<file path="src/hdl/rtq_pkg.sv">
package rtq_pkg;

    // default sizes
    localparam int TIMER_SLOTS_DEF    = 16;
    localparam int FIRES_PER_TICK_DEF = 16;

    // stream widths
    localparam int TIME_W     = 32;
    localparam int IN_DATA_W  = 128;
    localparam int OUT_DATA_W = 72;
    localparam int OUT_USED_W = 66;

    // requested operation
    typedef enum logic [1:0] {
        ACT_INSERT = 2'd0,
        ACT_ERASE  = 2'd1,
        ACT_QUERY  = 2'd2,
        ACT_TICK   = 2'd3
    } t_action;

    // result kinds
    typedef enum logic [2:0] {
        KIND_INSERTED = 3'd0,
        KIND_ERASED   = 3'd1,
        KIND_LEFT     = 3'd2,
        KIND_FIRED    = 3'd3,
        KIND_DONE     = 3'd4
    } t_kind;

    // result status
    typedef enum logic [1:0] {
        STAT_OK        = 2'd0,
        STAT_NOT_FOUND = 2'd1,
        STAT_FULL      = 2'd2
    } t_status;

    // sequencer states
    typedef enum logic [2:0] {
        ST_IDLE,
        ST_FREE,
        ST_SCAN,
        ST_FIRE,
        ST_EMIT
    } t_state;

    // one timer slot as held in the slot memory
    typedef struct packed {
        logic [TIME_W-1:0] expiry;
        logic [TIME_W-1:0] interval;
        logic [TIME_W-1:0] id;
    } t_slot;

    // one result item
    typedef struct packed {
        t_kind             kind;
        t_status           status;
        logic [TIME_W-1:0] id;
        logic [TIME_W-1:0] left;
        logic              last;
    } t_result;

    // operands of the shared arithmetic unit
    typedef struct packed {
        logic [TIME_W-1:0] a_hi;
        logic [TIME_W-1:0] a_lo;
        logic [TIME_W-1:0] b_hi;
        logic [TIME_W-1:0] b_lo;
    } t_alu_in;

    // results of the shared arithmetic unit
    typedef struct packed {
        logic              key_lt;
        logic              lo_eq;
        logic [TIME_W-1:0] sub_floor;
        logic [TIME_W-1:0] add_sat;
    } t_alu_out;

endpackage

</file>
<file path="src/hdl/rtq_slot_mem.sv">
module rtq_slot_mem
    import rtq_pkg::*;
#(
    parameter int DEPTH = TIMER_SLOTS_DEF,
    parameter int IW    = $clog2(TIMER_SLOTS_DEF)
) (
    input  logic          i_clk,
    input  logic          i_we,
    input  logic [IW-1:0] i_waddr,
    input  t_slot         i_wdata,
    input  logic [IW-1:0] i_raddr,
    output t_slot         o_rdata
);

    t_slot r_mem [DEPTH];
    t_slot r_rdata;

    // single write port
    always_ff @(posedge i_clk) begin
        if (i_we) begin
            r_mem[i_waddr] <= i_wdata;
        end
    end

    // registered read port
    always_ff @(posedge i_clk) begin
        r_rdata <= r_mem[i_raddr];
    end

    assign o_rdata = r_rdata;

endmodule

</file>
<file path="src/hdl/rtq_alu.sv">
module rtq_alu
    import rtq_pkg::*;
(
    input  t_alu_in  i_op,
    output t_alu_out o_res
);

    logic [TIME_W:0] w_sum;
    logic            w_hi_lt;
    logic            w_hi_eq;

    // key compare: high word first, low word breaks ties
    assign w_hi_lt = i_op.a_hi < i_op.b_hi;
    assign w_hi_eq = i_op.a_hi == i_op.b_hi;
    assign o_res.key_lt = w_hi_lt || (w_hi_eq && (i_op.a_lo < i_op.b_lo));
    assign o_res.lo_eq  = i_op.a_lo == i_op.b_lo;

    // time left, floored at zero
    assign o_res.sub_floor = (i_op.b_hi < i_op.a_hi) ? (i_op.a_hi - i_op.b_hi) : '0;

    // next expiry, saturating
    assign w_sum = {1'b0, i_op.a_hi} + {1'b0, i_op.b_lo};
    assign o_res.add_sat = w_sum[TIME_W] ? '1 : w_sum[TIME_W-1:0];

endmodule

</file>
<file path="src/hdl/repeating_timer_queue.sv">
// Tick: the slots are scanned again for each fired timer and once more for the done item.
// Throughput: one item at a time; each pass walks the slots one per cycle through the
// single read port of the slot memory and one shared compare/add unit.
// Reset (synchronous, active low) clears valid bits, id counter, sequencer and output
// register; the slot memory itself is not cleared.
module repeating_timer_queue
    import rtq_pkg::*;
#(
    parameter int TIMER_SLOTS    = TIMER_SLOTS_DEF,
    parameter int FIRES_PER_TICK = FIRES_PER_TICK_DEF
) (
    input  logic                  i_clk,
    input  logic                  i_rst_n,
    input  logic                  s_tvalid,
    output logic                  s_tready,
    // start_time, repeat_ms, timer_id, now_ms
    input  logic [IN_DATA_W-1:0]  s_tdata,
    // action
    input  logic [1:0]            s_tuser,
    output logic                  m_tvalid,
    input  logic                  m_tready,
    // status, result_id, left_ms, zero fill
    output logic [OUT_DATA_W-1:0] m_tdata,
    // kind
    output logic [2:0]            m_tuser,
    output logic                  m_tlast
);

    localparam int IW = $clog2(TIMER_SLOTS);
    localparam int CW = $clog2(TIMER_SLOTS + 1);
    localparam int NW = $clog2(FIRES_PER_TICK + 1);
    localparam logic [IW-1:0] LAST_IDX = IW'(TIMER_SLOTS - 1);
    localparam logic [CW-1:0] CNT_END  = CW'(TIMER_SLOTS);
    localparam logic [NW-1:0] FIRE_MAX = NW'(FIRES_PER_TICK);

    t_state r_state, n_state;

    // control registers
    logic [TIMER_SLOTS-1:0] r_valid, n_valid;
    logic [TIME_W-1:0]      r_idc, n_idc;
    logic [CW-1:0]          r_cnt, n_cnt;
    logic                   r_pend, n_pend;
    logic                   r_best_vld, n_best_vld;
    logic [NW-1:0]          r_n, n_n;
    logic                   r_m_valid, n_m_valid;

    // payload registers
    t_action           r_act, n_act;
    logic [TIME_W-1:0] r_start, n_start;
    logic [TIME_W-1:0] r_rep, n_rep;
    logic [TIME_W-1:0] r_tid, n_tid;
    logic [TIME_W-1:0] r_now, n_now;
    logic [IW-1:0]     r_pidx, n_pidx;
    logic [TIME_W-1:0] r_best_exp, n_best_exp;
    logic [TIME_W-1:0] r_best_id, n_best_id;
    logic [TIME_W-1:0] r_best_int, n_best_int;
    logic [IW-1:0]     r_best_idx, n_best_idx;
    t_result           r_res, n_res;
    t_result           r_m_res, n_m_res;

    // memory and unit hookup
    logic          w_we;
    logic [IW-1:0] w_waddr;
    t_slot         w_wdata;
    t_slot         w_rd;
    t_alu_in       w_op;
    t_alu_out      w_alu;

    // decisions
    logic          w_accept;
    logic          w_find;
    logic [IW-1:0] w_cidx;
    logic          w_issue;
    logic          w_slot_vld;
    logic          w_hit;
    logic          w_scan_end;
    logic          w_better;
    logic          w_free;
    logic          w_full;
    logic          w_fire;
    logic          w_emit;
    logic [TIME_W-1:0] w_new_id;
    t_kind         w_find_kind;

    rtq_slot_mem #(
        .DEPTH (TIMER_SLOTS),
        .IW    (IW)
    ) u_mem (
        .i_clk   (i_clk),
        .i_we    (w_we),
        .i_waddr (w_waddr),
        .i_wdata (w_wdata),
        .i_raddr (w_cidx),
        .o_rdata (w_rd)
    );

    rtq_alu u_alu (
        .i_op  (w_op),
        .o_res (w_alu)
    );

    // operand selection for the shared unit
    always_comb begin
        w_op.a_hi = (r_state == ST_FIRE) ? r_best_exp : w_rd.expiry;
        w_op.a_lo = w_rd.id;
        w_op.b_hi = ((r_state == ST_FIRE) || w_find) ? r_now : r_best_exp;
        if (r_state == ST_FIRE) begin
            w_op.b_lo = r_best_int;
        end else if (w_find) begin
            w_op.b_lo = r_tid;
        end else begin
            w_op.b_lo = r_best_id;
        end
    end

    // scan decisions
    assign w_accept    = s_tvalid && s_tready;
    assign w_find      = (r_act == ACT_ERASE) || (r_act == ACT_QUERY);
    assign w_cidx      = r_cnt[IW-1:0];
    assign w_issue     = (r_state == ST_SCAN) && (r_cnt != CNT_END);
    assign w_slot_vld  = r_valid[r_pidx];
    assign w_hit       = (r_state == ST_SCAN) && r_pend && w_find && w_slot_vld && w_alu.lo_eq;
    assign w_scan_end  = (r_state == ST_SCAN) && r_pend && (r_pidx == LAST_IDX);
    assign w_better    = (r_state == ST_SCAN) && r_pend && !w_find && w_slot_vld
                         && (!r_best_vld || w_alu.key_lt);
    assign w_free      = (r_state == ST_FREE) && !r_valid[w_cidx];
    assign w_full      = (r_state == ST_FREE) && r_valid[w_cidx] && (w_cidx == LAST_IDX);
    assign w_fire      = (r_state == ST_FIRE) && r_best_vld && (w_alu.sub_floor == '0)
                         && (r_n != FIRE_MAX);
    assign w_emit      = (r_state == ST_EMIT) && (!r_m_valid || m_tready);
    assign w_new_id    = ((r_idc + 1'b1) == '0) ? TIME_W'(1) : (r_idc + 1'b1);
    assign w_find_kind = (r_act == ACT_ERASE) ? KIND_ERASED : KIND_LEFT;

    // next state
    always_comb begin
        n_state = r_state;
        unique case (r_state)
            ST_IDLE: begin
                if (w_accept) begin
                    n_state = (t_action'(s_tuser) == ACT_INSERT) ? ST_FREE : ST_SCAN;
                end
            end
            ST_FREE: begin
                if (w_free || w_full) begin
                    n_state = ST_EMIT;
                end
            end
            ST_SCAN: begin
                if (w_find && (w_hit || w_scan_end)) begin
                    n_state = ST_EMIT;
                end else if (!w_find && w_scan_end) begin
                    n_state = ST_FIRE;
                end
            end
            ST_FIRE: begin
                n_state = ST_EMIT;
            end
            ST_EMIT: begin
                if (w_emit) begin
                    n_state = r_res.last ? ST_IDLE : ST_SCAN;
                end
            end
            default: begin
                n_state = ST_IDLE;
            end
        endcase
    end

    // datapath and outputs
    always_comb begin
        n_valid    = r_valid;
        n_idc      = r_idc;
        n_cnt      = r_cnt;
        n_pend     = 1'b0;
        n_best_vld = r_best_vld;
        n_n        = r_n;
        n_act      = r_act;
        n_start    = r_start;
        n_rep      = r_rep;
        n_tid      = r_tid;
        n_now      = r_now;
        n_pidx     = w_cidx;
        n_best_exp = r_best_exp;
        n_best_id  = r_best_id;
        n_best_int = r_best_int;
        n_best_idx = r_best_idx;
        n_res      = r_res;
        w_we       = 1'b0;
        w_waddr    = w_cidx;
        w_wdata    = '{expiry: r_start, interval: r_rep, id: w_new_id};

        unique case (r_state)
            ST_IDLE: begin
                if (w_accept) begin
                    n_act      = t_action'(s_tuser);
                    n_start    = s_tdata[31:0];
                    n_rep      = s_tdata[63:32];
                    n_tid      = s_tdata[95:64];
                    n_now      = s_tdata[127:96];
                    n_cnt      = '0;
                    n_best_vld = 1'b0;
                    n_n        = '0;
                end
            end
            ST_FREE: begin
                if (w_free) begin
                    w_we            = 1'b1;
                    n_valid[w_cidx] = 1'b1;
                    n_idc           = w_new_id;
                    n_res = '{kind: KIND_INSERTED, status: STAT_OK, id: w_new_id,
                              left: '0, last: 1'b1};
                end else if (w_full) begin
                    n_res = '{kind: KIND_INSERTED, status: STAT_FULL, id: '0,
                              left: '0, last: 1'b1};
                end else begin
                    n_cnt = r_cnt + 1'b1;
                end
            end
            ST_SCAN: begin
                // issue one slot read per cycle
                n_pend = w_issue;
                if (w_issue) begin
                    n_cnt = r_cnt + 1'b1;
                end
                // find by id: lowest matching slot
                if (w_hit) begin
                    if (r_act == ACT_ERASE) begin
                        n_valid[r_pidx] = 1'b0;
                    end
                    n_res = '{kind: w_find_kind, status: STAT_OK, id: r_tid,
                              left: (r_act == ACT_QUERY) ? w_alu.sub_floor : '0,
                              last: 1'b1};
                end else if (w_find && w_scan_end) begin
                    n_res = '{kind: w_find_kind, status: STAT_NOT_FOUND, id: r_tid,
                              left: '0, last: 1'b1};
                end
                // earliest expiry, lowest id on ties
                if (w_better) begin
                    n_best_vld = 1'b1;
                    n_best_exp = w_rd.expiry;
                    n_best_id  = w_rd.id;
                    n_best_int = w_rd.interval;
                    n_best_idx = r_pidx;
                end
            end
            ST_FIRE: begin
                if (w_fire) begin
                    n_n = r_n + 1'b1;
                    if (r_best_int != '0) begin
                        w_we    = 1'b1;
                        w_waddr = r_best_idx;
                        w_wdata = '{expiry: w_alu.add_sat, interval: r_best_int,
                                    id: r_best_id};
                    end else begin
                        n_valid[r_best_idx] = 1'b0;
                    end
                    n_res = '{kind: KIND_FIRED, status: STAT_OK, id: r_best_id,
                              left: '0, last: 1'b0};
                end else begin
                    n_res = '{kind: KIND_DONE, status: STAT_OK, id: r_tid,
                              left: '0, last: 1'b1};
                end
            end
            ST_EMIT: begin
                // restart the scan for the next fire of this tick
                if (w_emit && !r_res.last) begin
                    n_cnt      = '0;
                    n_best_vld = 1'b0;
                end
            end
            default: begin
                n_cnt = '0;
            end
        endcase
    end

    // output register
    always_comb begin
        n_m_valid = r_m_valid;
        n_m_res   = r_m_res;
        if (w_emit) begin
            n_m_valid = 1'b1;
            n_m_res   = r_res;
        end else if (m_tready) begin
            n_m_valid = 1'b0;
        end
    end

    // control state
    always_ff @(posedge i_clk) begin
        if (!i_rst_n) begin
            r_state    <= ST_IDLE;
            r_valid    <= '0;
            r_idc      <= '0;
            r_cnt      <= '0;
            r_pend     <= 1'b0;
            r_best_vld <= 1'b0;
            r_n        <= '0;
            r_m_valid  <= 1'b0;
        end else begin
            r_state    <= n_state;
            r_valid    <= n_valid;
            r_idc      <= n_idc;
            r_cnt      <= n_cnt;
            r_pend     <= n_pend;
            r_best_vld <= n_best_vld;
            r_n        <= n_n;
            r_m_valid  <= n_m_valid;
        end
    end

    // payload
    always_ff @(posedge i_clk) begin
        r_act      <= n_act;
        r_start    <= n_start;
        r_rep      <= n_rep;
        r_tid      <= n_tid;
        r_now      <= n_now;
        r_pidx     <= n_pidx;
        r_best_exp <= n_best_exp;
        r_best_id  <= n_best_id;
        r_best_int <= n_best_int;
        r_best_idx <= n_best_idx;
        r_res      <= n_res;
        r_m_res    <= n_m_res;
    end

    // ports
    assign s_tready = (r_state == ST_IDLE);
    assign m_tvalid = r_m_valid;
    assign m_tdata  = {{(OUT_DATA_W - OUT_USED_W){1'b0}}, r_m_res.left, r_m_res.id,
                       r_m_res.status};
    assign m_tuser  = r_m_res.kind;
    assign m_tlast  = r_m_res.last;

endmodule

</file>
<file path="config.mk">
export PLATFORM = sky130hd
export DESIGN_NAME = repeating_timer_queue
export DESIGN_NICKNAME = d
export VERILOG_FILES = /design/src/hdl/rtq_pkg.sv /design/src/hdl/rtq_slot_mem.sv /design/src/hdl/rtq_alu.sv /design/src/hdl/repeating_timer_queue.sv
export SDC_FILE = /design/constraint.sdc
export NUM_CORES = 2
export LEC_CHECK = 0
export BUFFER_PORTS_ARGS = -buffer_cell sky130_fd_sc_hd__buf_2
export CAP_MARGIN = 20
export CORE_ASPECT_RATIO = 1.5
export CORE_MARGIN = 1.5
export CORE_UTILIZATION = 40
export CTS_BUF_LIST = sky130_fd_sc_hd__clkbuf_16
export DETAILED_ROUTE_END_ITERATION = 16
export GPL_ROUTABILITY_DRIVEN = 0
export PLACE_DENSITY = 0.67
export RECOVER_POWER = 100
export SYNTH_ARGS = -nofsm -noshare
export SYNTH_HDL_FRONTEND = slang
export SYNTH_SLANG_ARGS = --single-unit
</file>
<file path="constraint.sdc">
create_clock -name i_clk -period 14.63 [get_ports i_clk]
set_clock_uncertainty 0.05 [all_clocks]
set_input_delay 2.926 -clock i_clk [delete_from_list [all_inputs] [get_ports i_clk]]
set_output_delay 2.926 -clock i_clk [all_outputs]
set_load 0.02 [all_outputs]
</file>
==> reports/qor.csv <==
stage,metric,value,unit
synth,ys_seq_area_share,73.14,%
synth,ys_warn_count,0,
synth,syn_inst,4373,
routing,drtAntennaViolNets,0,
layout,layout_commonest_cell,edfxtp_1,
critical_path,crit_chain,nand3b_1 > clkbuf_1 > nand2_2 > mux2_2 > ha_1 > inv_1 > fa_1 > a211oi_2 > o21ai_0 > xor2_1 > or4_1 > a2111oi_0 > nand4_1 > or4_4 > a21oi_4 > buf_4 > a22oi_1 > nor2_4 > buf_4 > buf_4,
clock_network,clkTransAtPathRegs,0.06,ns
layout,drive_above_1_share,20.14,%
placement,port_buffers,205,
placement,hpwl,129800,um
job,maxCapViolCount,21,
synth,synth_top_family_by_area,multiplexers,
routing,remaining_drc_errors,0,
layout,area_growth,12.44,%
layout,utilization,45.23,%
critical_path,cp.required,15.03,ns
critical_path,critPathTopFamily,buffers and inverters,
global_routing,grt_overflow,0,
synth,synth_compound_area_share,3.676,%
clock_network,cts_sinks,2070,
global_routing,grt_max_degree,150,
synth,synth_area,82740,sq um
outcome,failed_checks,"max-capacitance violations, max-slew violations",
clock_network,clk_latency,0.83,ns
clock_network,htree_levels,4,
placement,post-place-ws,4.301,ns
synth,synth_flop_cell,edfxtp_1,
layout,nFillCells,17440,
clock_network,cts-root-buf,clkbuf_16,
synth,synth-xor-area-share,1.048,%
power_and_ir_drop,power.density,171.1,nW/um^2
routing,routed_via_density,5.683,
critical_path,crit_path_top_delay_cell,clkbuf_1,
critical_path,endpoint_kind,register,
critical_path,worstReg2RegStart,r_state[2],
critical_path,path_depth,20,
synth,netlist.area_leader.share,69.17,%
min_path,min_from,u_mem.o_rdata[33],
synth,synth_area_per_cell,18.92,sq um
clock_network,cts.path.max_buffers,4,
synth,muxShareOfSynthArea,15.05,%
critical_path,r2r_end,u_mem.r_mem[3][83],
synth,ys_seq_elements,2070,
clock_network,numCtsBuffers,189,
clock_network,cts_resized,0,
routing,firstDrtPassIters,6,
routing,wl_per_cell,27.57,um
critical_path,crit_fanout,53,
synth,synth_area_leader_cell,edfxtp_1,
critical_path,crit_path_start_kind,register,
layout,nets,4908,
outcome,run_status,"finished, violations left",
timing,tightest_slew,8.909,ns
floorplan,rows,204,
floorplan,die-width,374.4,um
critical_path,endpoint,u_mem.r_mem[3][83],
global_routing,grt_pass1_wl,299500,um
timing,slew_viol_final,975,
synth,synth_edf_count,1906,
layout,layout_common_cells,"edfxtp_1 (1,906), mux4_2 (490), nand2_1 (261)",
critical_path,crit_type,reg -> reg,
global_routing,antenna_found_initial,41,
floorplan,initial_core_util,40.22,%
power_and_ir_drop,p_leak,0.02972,uW
critical_path,worst_r2r_path_depth,20,
synth,synth_fa_ha_area_share,1.636,%
synth,synthDistinctLibCells,77,
critical_path,crit_buf_inv,5,
routing,vias,42630,
critical_path,crit_top_cell,buf_4,
timing,period_share,82.28,%
critical_path,crit_arrival,12.43,ns
clock_network,post-cts-setup-buffers,0,
critical_path,startpoint,r_state[2],
timing,slew_headroom,-493.9,%
floorplan,ios,212,
min_path,hp-class,reg -> reg,
critical_path,regToRegSetupSlack,2.59,ns
timing,finalSetupViolations,0,
power_and_ir_drop,max-vdd-ir-drop,96.99,uV
timing,fin_tns_setup,0,ns
synth,async_reset_ff_share,0,%
timing,fin_crit,12.04,ns
critical_path,cp_slowest_stage_delay,1.72,ns
floorplan,die_h,560.0,um
clock_network,hold_buffers,0,
timing,fmax,0.08307,GHz
timing,rsz0062_at_grt,false,
global_routing,grt_usage,19.45,%
synth,synthSimpleGateAreaFrac,3.981,%
routing,wl,206800,um
floorplan,fp.dieArea,209700,sq um
routing,drt_iter0_markers,4359,
synth,yosys-top-cells-area,"edfxtp_1 (69%), mux4_2 (13%), dfxtp_1 (4.0%), ha_1 (1.6%), mux2i_1 (1.2%)",
clock_network,cts_tree,done,
floorplan,fp.coreArea,205700,sq um
timing,hold_viol,0,
timing,fin_ws,2.593,ns
global_routing,grt_pass1_vias,43200,
state kept, by name (all words and copies together) (netlist names), 2 cells and up:
register	cells
r_best_idx	4
u_mem.o_rdata	96
r_best_id	32
u_mem.r_mem	1536
r_act	2
r_valid	16
r_res	70
m_tuser	3
r_start	32
r_tid	32
r_idc	32
r_cnt	5
r_state	3
r_now	32
r_pidx	4
r_best_int	32
m_tdata	66
r_rep	32
r_best_exp	32
r_n	5
how the worst min path moves through the flow:
stage / end / slack [ns] / cells after the start
after CTS: r_best_int[1] / 0.31 / 0
after detailed placement: r_best_int[24] / 0.34 / 0
after global routing: r_best_int[1] / 0.31 / 0
after floorplan: r_pidx[2] / 0.28 / 0
after global placement: r_best_int[10] / 0.34 / 0
final: r_best_int[1] / 0.31 / 0
synthesized netlist by cell type (16+ instances only):
cell type,instances
mux2_2,38
nand2_1,262
edfxtp_1,1906
o21ai_0,54
dfxtp_1,164
o221ai_1,33
or3_1,19
inv_1,90
o21a_1,51
mux4_2,490
nand4_1,33
xnor2_1,47
nand3_1,64
ha_1,105
a31oi_1,20
xor2_1,52
clkbuf_1,147
a21o_1,43
a211oi_1,16
a21oi_1,126
nor2b_1,25
buf_2,17
o211ai_1,16
mux2i_1,99
nor2_1,178
and3_1,25
nor4_1,19
buf_1,47
nor3_1,36
area by class of cell:
| class | count | area [sq um] | share of cell area, % |
|---|---|---|---|
| diodes | 6 | 15.01 | 0.01614 |
| clock buffers | 192 | 4805 | 5.164 |
| clock inverters | 149 | 1269 | 1.364 |
| inverters | 91 | 342.8 | 0.3685 |
| multi-input cells | 1999 | 21180 | 22.76 |
| flip-flops and latches | 2070 | 60520 | 65.05 |
| well taps | 2678 | 3351 | 3.601 |
| repair buffers | 316 | 1562 | 1.678 |
where the power goes:
group	internal, uW	leakage [uW]	total [uW]	switching [uW]
logic	1410	0.00789	3660	2250
clock network	2740	0.00309	4890	2150
registers	7130	0.0187	7370	240
total	11300	0.0297	15900	4640
metal layers:
metal	part of all wire, %	vias up	global-route usage [%]
met2	48	1754	32.06
li1	-	18260	-
met1	40	22180	25.74
met3	7.4	394	3.226
met5	0.10	-	0
met4	4.3	36	7.759
cells by family after synthesis:
logic type / after synthesis
other cells: 1
xor+xnor: 99
simple gates: 713
compound gates: 447
fa+ha+maj: 107
mux: 627
buf+inv: 309
flops: 2070
stage by stage:
stage               total power [uW]  hold slack (ns)  std cells  cell area (sq um)
floorplan                       9935           0.2790       4378              82760
global placement               11050           0.3357       7122              87120
detailed placement             11100           0.3387       7127              87160
CTS                            15980           0.3103       7468              93240
global route                   16540           0.3124       7496              93030
finish                         15920           0.3137       7501              93040
Note: power is estimated with default switching activity, not from simulation.
